File: src/hw/rtl/mncr_pkg.sv
`default_nettype none

package mncr_pkg;

	localparam int unsigned CH_W       = 4;
	localparam int unsigned NOTE_W     = 7;
	localparam int unsigned SLOT_W     = CH_W + NOTE_W;
	localparam int unsigned TABLE_DEPTH = 1 << SLOT_W;
	localparam int unsigned CFG_DATA_W = 4;

	localparam logic [7:0]      SYSTEM_STATUS = 8'hF0;
	localparam logic [CH_W-1:0] KIND_NOTE_OFF = 4'h8;
	localparam logic [CH_W-1:0] KIND_NOTE_ON  = 4'h9;

	typedef enum logic [0:0] {
		REG_OUT_CHANNEL = 1'b0,
		REG_BYPASS      = 1'b1
	} cfg_index_t;

	typedef struct packed {
		logic [7:0]        status_byte;
		logic [NOTE_W-1:0] data_one;
		logic [NOTE_W-1:0] data_two;
	} cmd_t;

	typedef struct packed {
		logic [7:0]        out_status_byte;
		logic [NOTE_W-1:0] out_data_one;
		logic [NOTE_W-1:0] out_data_two;
	} result_t;

	typedef struct packed {
		logic              we;
		logic [SLOT_W-1:0] addr;
		logic [CH_W-1:0]   data;
	} route_wr_t;

endpackage

`default_nettype wire

File: src/hw/rtl/mncr_msg_logic.sv
`default_nettype none

module mncr_msg_logic (
	input  wire mncr_pkg::cmd_t               item,
	input  wire logic [mncr_pkg::CH_W-1:0]    route_ch,
	input  wire logic [mncr_pkg::CH_W-1:0]    out_channel,
	input  wire logic                         bypass,
	output mncr_pkg::result_t                 res,
	output mncr_pkg::route_wr_t               upd
);
	import mncr_pkg::*;

	logic [CH_W-1:0] kind;
	logic [CH_W-1:0] in_ch;
	logic [CH_W-1:0] target;
	logic            vel_zero;
	logic            is_off;
	logic            is_on;

	always_comb begin
		kind     = item.status_byte[7:4];
		in_ch    = item.status_byte[3:0];
		target   = bypass ? in_ch : out_channel;
		vel_zero = (item.data_two == '0);
		is_off   = (kind == KIND_NOTE_OFF) || ((kind == KIND_NOTE_ON) && vel_zero);
		is_on    = (kind == KIND_NOTE_ON) && !vel_zero;

		res.out_data_one = item.data_one;
		res.out_data_two = item.data_two;
		if (item.status_byte >= SYSTEM_STATUS) begin
			res.out_status_byte = item.status_byte;
		end else if (is_off) begin
			res.out_status_byte = {kind, route_ch};
		end else begin
			res.out_status_byte = {kind, target};
		end

		upd.we   = is_on;
		upd.addr = {in_ch, item.data_one};
		upd.data = target;
	end

endmodule

`default_nettype wire

File: config.mk
export PLATFORM = sky130hd
export DESIGN_NAME = mncr_msg_logic
export DESIGN_NICKNAME = d
export VERILOG_FILES = /design/src/hw/rtl/mncr_pkg.sv /design/src/hw/rtl/mncr_msg_logic.sv
export SDC_FILE = /design/constraint.sdc
export NUM_CORES = 1
export LEC_CHECK = 0
export BUFFER_PORTS_ARGS = -buffer_cell sky130_fd_sc_hd__clkbuf_2
export CAP_MARGIN = 5
export CORE_UTILIZATION = 33
export DETAILED_ROUTE_END_ITERATION = 12
export PLACE_DENSITY = 0.95
export SLEW_MARGIN = 40
export SYNTH_ARGS = -nofsm -noshare
export SYNTH_HDL_FRONTEND = slang
export SYNTH_SLANG_ARGS = --single-unit
File: constraint.sdc
create_clock -name vclk -period 2.96
set_input_delay 0 -clock vclk [all_inputs]
set_output_delay 0 -clock vclk [all_outputs]
set_load 0.02 [all_outputs]
==> results.yml, run 1 <==
outcome:
  status: "complete, no violations"
placement:
  gp_congestion: 0.7726
  port_buffers: 48
  placed_cells: 89
die:
  die_w_um: 38.38
  num_rows: 12
  die_y_um: 38.38
  core_area_um2: 1171
  die-area_um2: 1473
  start_util_pct: 37.29
  io_pins: 69
routing:
  drtIter0Drc: 10
  top_layer_used: "met3"
  final_antenna_net_count: 0
  dr.pass1.iters: 4
  met1_length_um: 360
  dr_wl_met3_um: 122
  totalWireLength_um: 1023
  viasPerCell: 4.775
  drc: 0
  wl_per_cell_um: 11.49
  num_vias: 425
  wl_met2_um: 540
critical_path:
  required_ns: 2.96
  cp.arrival_ns: 1.53
  critPathLaunch: "item[2]"
  crit_path_end_kind: "primary output"
  critPathLaunchType: "input pin"
  crit_path_max_fanout: 4
  worstSetupPathType: "input pin to primary output"
finish:
  n_sequential_cell: 0
  nClkBuffers: 0
  final_core_util_pct: 40.06
  nets: 108
  instances_no_fill: 89
  seq_area_um2: 0
  diodes: 0
  drive_gt1_share_pct: 73.33
  final_cell_mix: "clkbuf_2 (48), inv_1 (5)"
  layout_commonest_cell: "clkbuf_2"
  area_delta_synth_final_pct: 7.450
sta:
  slew_headroom_pct: 71.80
  worst_pin_slew_ns: 0.4216
  period_minus_slack_ns: 1.533
  hold_ws_ns: 0.00001517
  slew_violations: 0
  finalSetupViolations: 0
  post-route-period-util_pct: 51.78
  fmax_ghz: 0.6524
  setup_tns_ns: 0
  hold_violations: 0
  rsz0062_at_grt: "no"
pwr:
  swShare_pct: 60.89
  ir_drop_mv: 0.06123
  finalPower_uw: 92.58
  clkPwrFrac_pct: 0
  power_density_nw_per_um2: 197.3
  p_comb_share_pct: 100.0
  internal_power_uw: 36.21
  p_sw_uw: 56.37
  leakagePower_uw: 0.0002784
  seqPwrFrac_pct: 0
logic_synthesis:
  synth_area_leaders: "buf_4 (52%), mux2_2 (10%), o31ai_1 (6.9%)"
  yosys.area.top_type: "buf_4"
  syn_avg_cell_area_um2: 7.661
  syn-num-nets: 88
  yosysWarnings: 0
  netlist.area_leader.share_pct: 51.58
  yosysUniqueCellTypes: 12
  synth_cells: 57
  synth_area_um2: 436.7
  ys_seq_area_share_pct: 0
grt:
  grt_pass1_wl_um: 1449
  grtUsageTotal_pct: 12.92
  grt_max_degree: 9
  antenna_found_initial: 0
  first_global_vias: 365
  grt-ovfl-total: 0
clocking:
  cts_resized: 0
  post-cts-setup-buffers: 0
  holdBufCountCts: 0
min_path:
  hold_start: "item[13]"
  hold_path.class: "input pin to primary output"
flow_run:
  max_cap_violations: 0
## power by group through the flow
stage | logic (uW) | clock network, uW | registers, uW
2_1_floorplan | 91.8 | 0 | 0
3_3_place_gp | 90.9 | 0 | 0
3_5_place_dp | 93.0 | 0 | 0
4_1_cts | 93.2 | 0 | 0
5_1_grt | 101 | 0 | 0
6_report | 92.6 | 0 | 0
## layout make-up
type	count	area [um^2]
multi-input combinational	22	192.7
timing repair buffer	48	240.2
tap	14	17.52
fill	140	701.9
inverter	5	18.77
## synthesized netlist by cell type, drive strengths merged
cell type   n
mux2        4
nor3b       1
nand4       1
a21oi       4
o41a        1
inv         5
nor2        1
o41ai       1
o31ai       4
buf        30
or4         1
o22ai       4
## worst paths after layout
check | slack (ns) | endpoint | depth (start not counted)
min | 0.00002 | res[13] | 0
max | 1.43 | res[16] | 6
## routing by layer
metal | track usage [%] | up-vias
met5 | 0 | -
met1 | 16.10 | 190
li1 | - | 209
met4 | 0.8621 | 0
met3 | 2.326 | 0
met2 | 23.73 | 26
## worst max-delay path, cell delays in order
cell	delay [ns]
clkbuf_2	0.09
or4_4	0.55
o41a_1	0.38
o31ai_1	0.24
o22ai_1	0.11
clkbuf_2	0.17
## logic make-up after synthesis
kind of cell | share of synthesized area [%]
buffers and inverters | 55.88
AOI/OAI and AO/OA | 26.07
muxes | 10.31
and+or+nand+nor | 7.736
## per-stage QoR
stage / instance area (um^2) / setup WS, ns
floorplan: 436.7 / 1.653
CTS: 469.2 / 1.417
detailed placement: 469.2 / 1.418
global placement: 469.2 / 1.475
finish: 469.2 / 1.427
global route: 469.2 / 1.330
Power figures use the tool's default switching activity.
==> run 2, diff against run 1 <==
CORE_UTILIZATION = 27   (was 33)
PLACE_DENSITY = 0.84   (was 0.95)
clock period = 1.4 ns   (was 2.96 ns; I/O delays follow)
==> run 2 against run 1 <==
Compared with the run above:
- the flow now finishes with violations (setup timing)
- hold slack barely moved
- die area grew 21%
- global-route usage decreased by 2.4 points
- sequential share of layout area did not move
- final cell count rose by 4.5%
- power grew 120%
- non-clock buffer count up 2
- core utilization shrank 7.0 points
- critical path depth unchanged
==> results.yml, run 2 (synthesized netlist as in run 1, its figures left out) <==
outcome:
  violations: "setup timing"
  status: "finished, violations left"
grt:
  grt_max_degree: 9
  grtUsageTotal_pct: 10.51
  antenna_found_initial: 0
  grt-ovfl-total: 0
  grt_pass1_wl_um: 1566
  first_global_vias: 372
finish:
  seq_area_um2: 0
  nClkBuffers: 0
  drive_gt1_share_pct: 74.03
  n_fill_cell: 173
  final_cell_mix: "clkbuf_2 (45), inv_1 (5)"
  area_delta_synth_final_pct: 14.04
  diodes: 0
  layout_commonest_cell: "clkbuf_2"
  multiInputGateArea_um2: 192.7
  n_sequential_cell: 0
  nets: 110
  final_core_util_pct: 33.06
pwr:
  finalPower_uw: 203.0
  power_density_nw_per_um2: 407.7
  ir_drop_mv: 0.1569
  leakagePower_uw: 0.0002918
critical_path:
  crit_path_end_kind: "primary output"
  crit_path_max_fanout: 4
  cp_cell_sequence: "buf_6 -> or4_4 -> o41a_1 -> o31ai_1 -> o22ai_1 -> clkbuf_2"
  cp.arrival_ns: 1.56
  crit_family: "compound AO/OA/AOI/OAI gates"
  critPathSlowestCell: "or4_4"
  worstSetupPathType: "input pin to primary output"
  cp_slowest_stage_delay_ns: 0.54
  required_ns: 1.40
  critPathLaunchType: "input pin"
  path_buf_inv: 2
sta:
  rsz0062_at_grt: "yes"
  hold_violations: 0
  fmax_ghz: 0.6422
  post-route-period-util_pct: 111.2
  period_minus_slack_ns: 1.557
  slew_headroom_pct: 73.32
  worst_pin_slew_ns: 0.3988
  layout_setup_ws_ns: -0.1570
  finalSetupViolations: 4
  slew_violations: 0
min_path:
  hold_path.class: "input pin to primary output"
die:
  die_w_um: 42.22
  die-area_um2: 1782
  io_pins: 69
  die_y_um: 42.22
  start_util_pct: 28.99
  core_area_um2: 1506
  num_rows: 14
routing:
  viasPerCell: 4.710
  final_antenna_net_count: 0
  totalWireLength_um: 1073
  drc: 0
  dr.pass1.iters: 4
  wl_per_cell_um: 11.54
  num_vias: 438
  drtIter0Drc: 3
placement:
  port_buffers: 48
  dp_hpwl_um: 957.3
  post-place-ws_ns: -0.1460
  gp_congestion: 0.7883
clocking:
  post-cts-setup-buffers: 0
flow_run:
  max_cap_violations: 0
run 2: changes by cell type in the layout (fill, tap and decap cells not counted), sizes merged:
cell    previous run  this run
buf                0         5
clkbuf            48        45
run 2: repair_timing:
action,CTS,global route
setup endpoints to repair,4,5
resized for setup,0,5
hold buffers,0,0
cloned,0,0
pin swaps,0,1
run 2: path summary, 6_finish.rpt:
kind                  startpoint       to  slack (ns)  depth (start not counted)
worst max-delay path     item[2]  res[17]       -0.16                          6
worst min-delay path     item[7]   upd[4]     0.00001                          0
run 2: metal layers:
layer | up-vias | part of all wire (%) | GRT usage [%]
li1 | 213 | - | -
met1 | 191 | 38 | 11.69
met2 | 28 | 48 | 20.00
met3 | 6 | 11 | 1.293
met4 | 0 | 2.7 | 3.750
met5 | - | 0 | 0
run 2: area by class of cell:
class	count	share of cell area [%]
Multi-Input combinational cell	22	38.69
Timing Repair Buffer	50	53.52
Tap cell	16	4.020
Inverter	5	3.769
run 2: per-stage QoR:
step / setup TNS (ns) / cells / cell area (um^2) / hold slack (ns)
4_1_cts: -0.5058 / 93 / 486.7 / 0.0002581
2_1_floorplan: 0 / 57 / 436.7 / 0.1126
3_5_place_dp: -0.5027 / 93 / 486.7 / 0.0002581
3_3_place_gp: -0.3325 / 93 / 486.7 / 0.0002581
5_1_grt: -0.7048 / 93 / 498.0 / 0.00004945
6_report: -0.5526 / 93 / 498.0 / 0.00001156
run 2: where the power goes:
part / switching, uW / total, uW / leakage, uW / internal, uW
clock network: 0 / 0 / 0 / 0
registers: 0 / 0 / 0 / 0
logic: 119 / 203 / 0.000292 / 83.5
total: 119 / 203 / 0.000292 / 83.5
==> run 3, diff against run 2 <==
MAX_ROUTING_LAYER = met4   (was unset)
==> run 3 against run 2 <==
Compared with the run above:
- the flow still finishes with violations (setup timing)
- sequential cell count is the same
- combinational power barely moved
- non-clock buffer count stayed put
==> results.yml, run 3 (synthesized netlist as in run 1, its figures left out) <==
outcome:
  status: "finished, violations left"
  violations: "setup timing"
routing:
  final_antenna_net_count: 0
  wl_per_cell_um: 11.54
  drc: 0
  totalWireLength_um: 1073
  viasPerCell: 4.731
  dr.pass1.iters: 4
  num_vias: 440
  drtIter0Drc: 4
grt:
  antenna_found_initial: 0
  first_global_vias: 372
  grt_pass1_wl_um: 1566
  grt_max_degree: 9
  grt-ovfl-total: 0
  grtUsageTotal_pct: 10.80
sta:
  period_minus_slack_ns: 1.557
  fmax_ghz: 0.6422
  post-route-period-util_pct: 111.2
  hold_ws_ns: 0.00001156
  slew_violations: 0
  worst_pin_slew_ns: 0.3988
  layout_setup_ws_ns: -0.1570
  hold_violations: 0
  finalSetupViolations: 4
  slew_headroom_pct: 73.32
  rsz0062_at_grt: "yes"
die:
  die_w_um: 42.22
  num_rows: 14
  start_util_pct: 28.99
  die-area_um2: 1782
  die_y_um: 42.22
  io_pins: 69
  core_area_um2: 1506
finish:
  layout_commonest_cell: "clkbuf_2"
  seq_area_um2: 0
  nets: 110
  n_sequential_cell: 0
  n_fill_cell: 173
  drive_gt1_share_pct: 74.03
  area_delta_synth_final_pct: 14.04
  nClkBuffers: 0
  diodes: 0
  final_cell_mix: "clkbuf_2 (45), inv_1 (5)"
  multiInputGateArea_um2: 192.7
  final_area_um2: 498.0
placement:
  gp_congestion: 0.7994
  dp_hpwl_um: 957.3
  place_area_um2: 486.7
  port_buffers: 48
  post-place-ws_ns: -0.1460
critical_path:
  worstSetupPathType: "input pin to primary output"
  required_ns: 1.40
  cp.arrival_ns: 1.56
  crit_path_max_fanout: 4
  critPathLaunchType: "input pin"
  crit_path_end_kind: "primary output"
min_path:
  hold_depth: 0
  hold_path.class: "input pin to primary output"
  holdPathEnd: "upd[4]"
  hold_start: "item[7]"
pwr:
  power_density_nw_per_um2: 407.6
  ir_drop_mv: 0.1566
  leakagePower_uw: 0.0002918
clocking:
  holdBufCountCts: 0
  post-cts-setup-buffers: 0
flow_run:
  max_cap_violations: 0
-- run 3: cell counts in the layout (fill, tap and decap cells not counted) --
No cell type changed its count.
-- run 3: layout make-up --
type	instances	area share, %
tap	16	4.020
inverter	5	3.769
timing repair buffer	50	53.52
multi-input combinational	22	38.69
-- run 3: timing repair --
action                     in CTS  in global routing
setup endpoints to repair       4                  5
gates resized for setup         0                  5
pin swaps                       0                  1
-- run 3: worst max-delay path by stage --
stage / startpoint / end / slack (ns)
after floorplan: item[2] / res[14] / 0.09
after global placement: item[2] / res[17] / -0.09
after detailed placement: item[2] / res[15] / -0.15
after CTS: item[2] / res[15] / -0.15
after global routing: item[2] / res[15] / -0.19
final: item[2] / res[17] / -0.16
-- run 3: layer usage --
metal / wire length, um / global-route usage, %
met5: 0 / -
met4: 29 / 3.750
met3: 116 / 0.8621
met2: 520 / 20.00
met1: 406 / 11.95
-- run 3: where the power goes --
| group | internal [uW] | leakage, uW | switching, uW | total (uW) |
|---|---|---|---|---|
| sequential | 0 | 0 | 0 | 0 |
| combinational | 83.5 | 0.000292 | 119 | 203 |
| clock | 0 | 0 | 0 | 0 |
-- run 3: worst max-delay path, cell delays in order --
cell and delay, ns:
buf_6 0.09, or4_4 0.54, o41a_1 0.39, o31ai_1 0.25
o22ai_1 0.11, clkbuf_2 0.17
-- run 3: through the flow --
stage / power, uW / setup TNS (ns) / utilization (%) / instances
final: 203.0 / -0.5526 / 33.06 / 93
after global routing: 217.6 / -0.7048 / 33.06 / 93
after CTS: 200.5 / -0.5058 / 32.31 / 93
after detailed placement: 200.1 / -0.5027 / 32.31 / 93
after global placement: 196.5 / -0.3325 / 32.31 / 93
after floorplan: 194.0 / 0 / - / 57
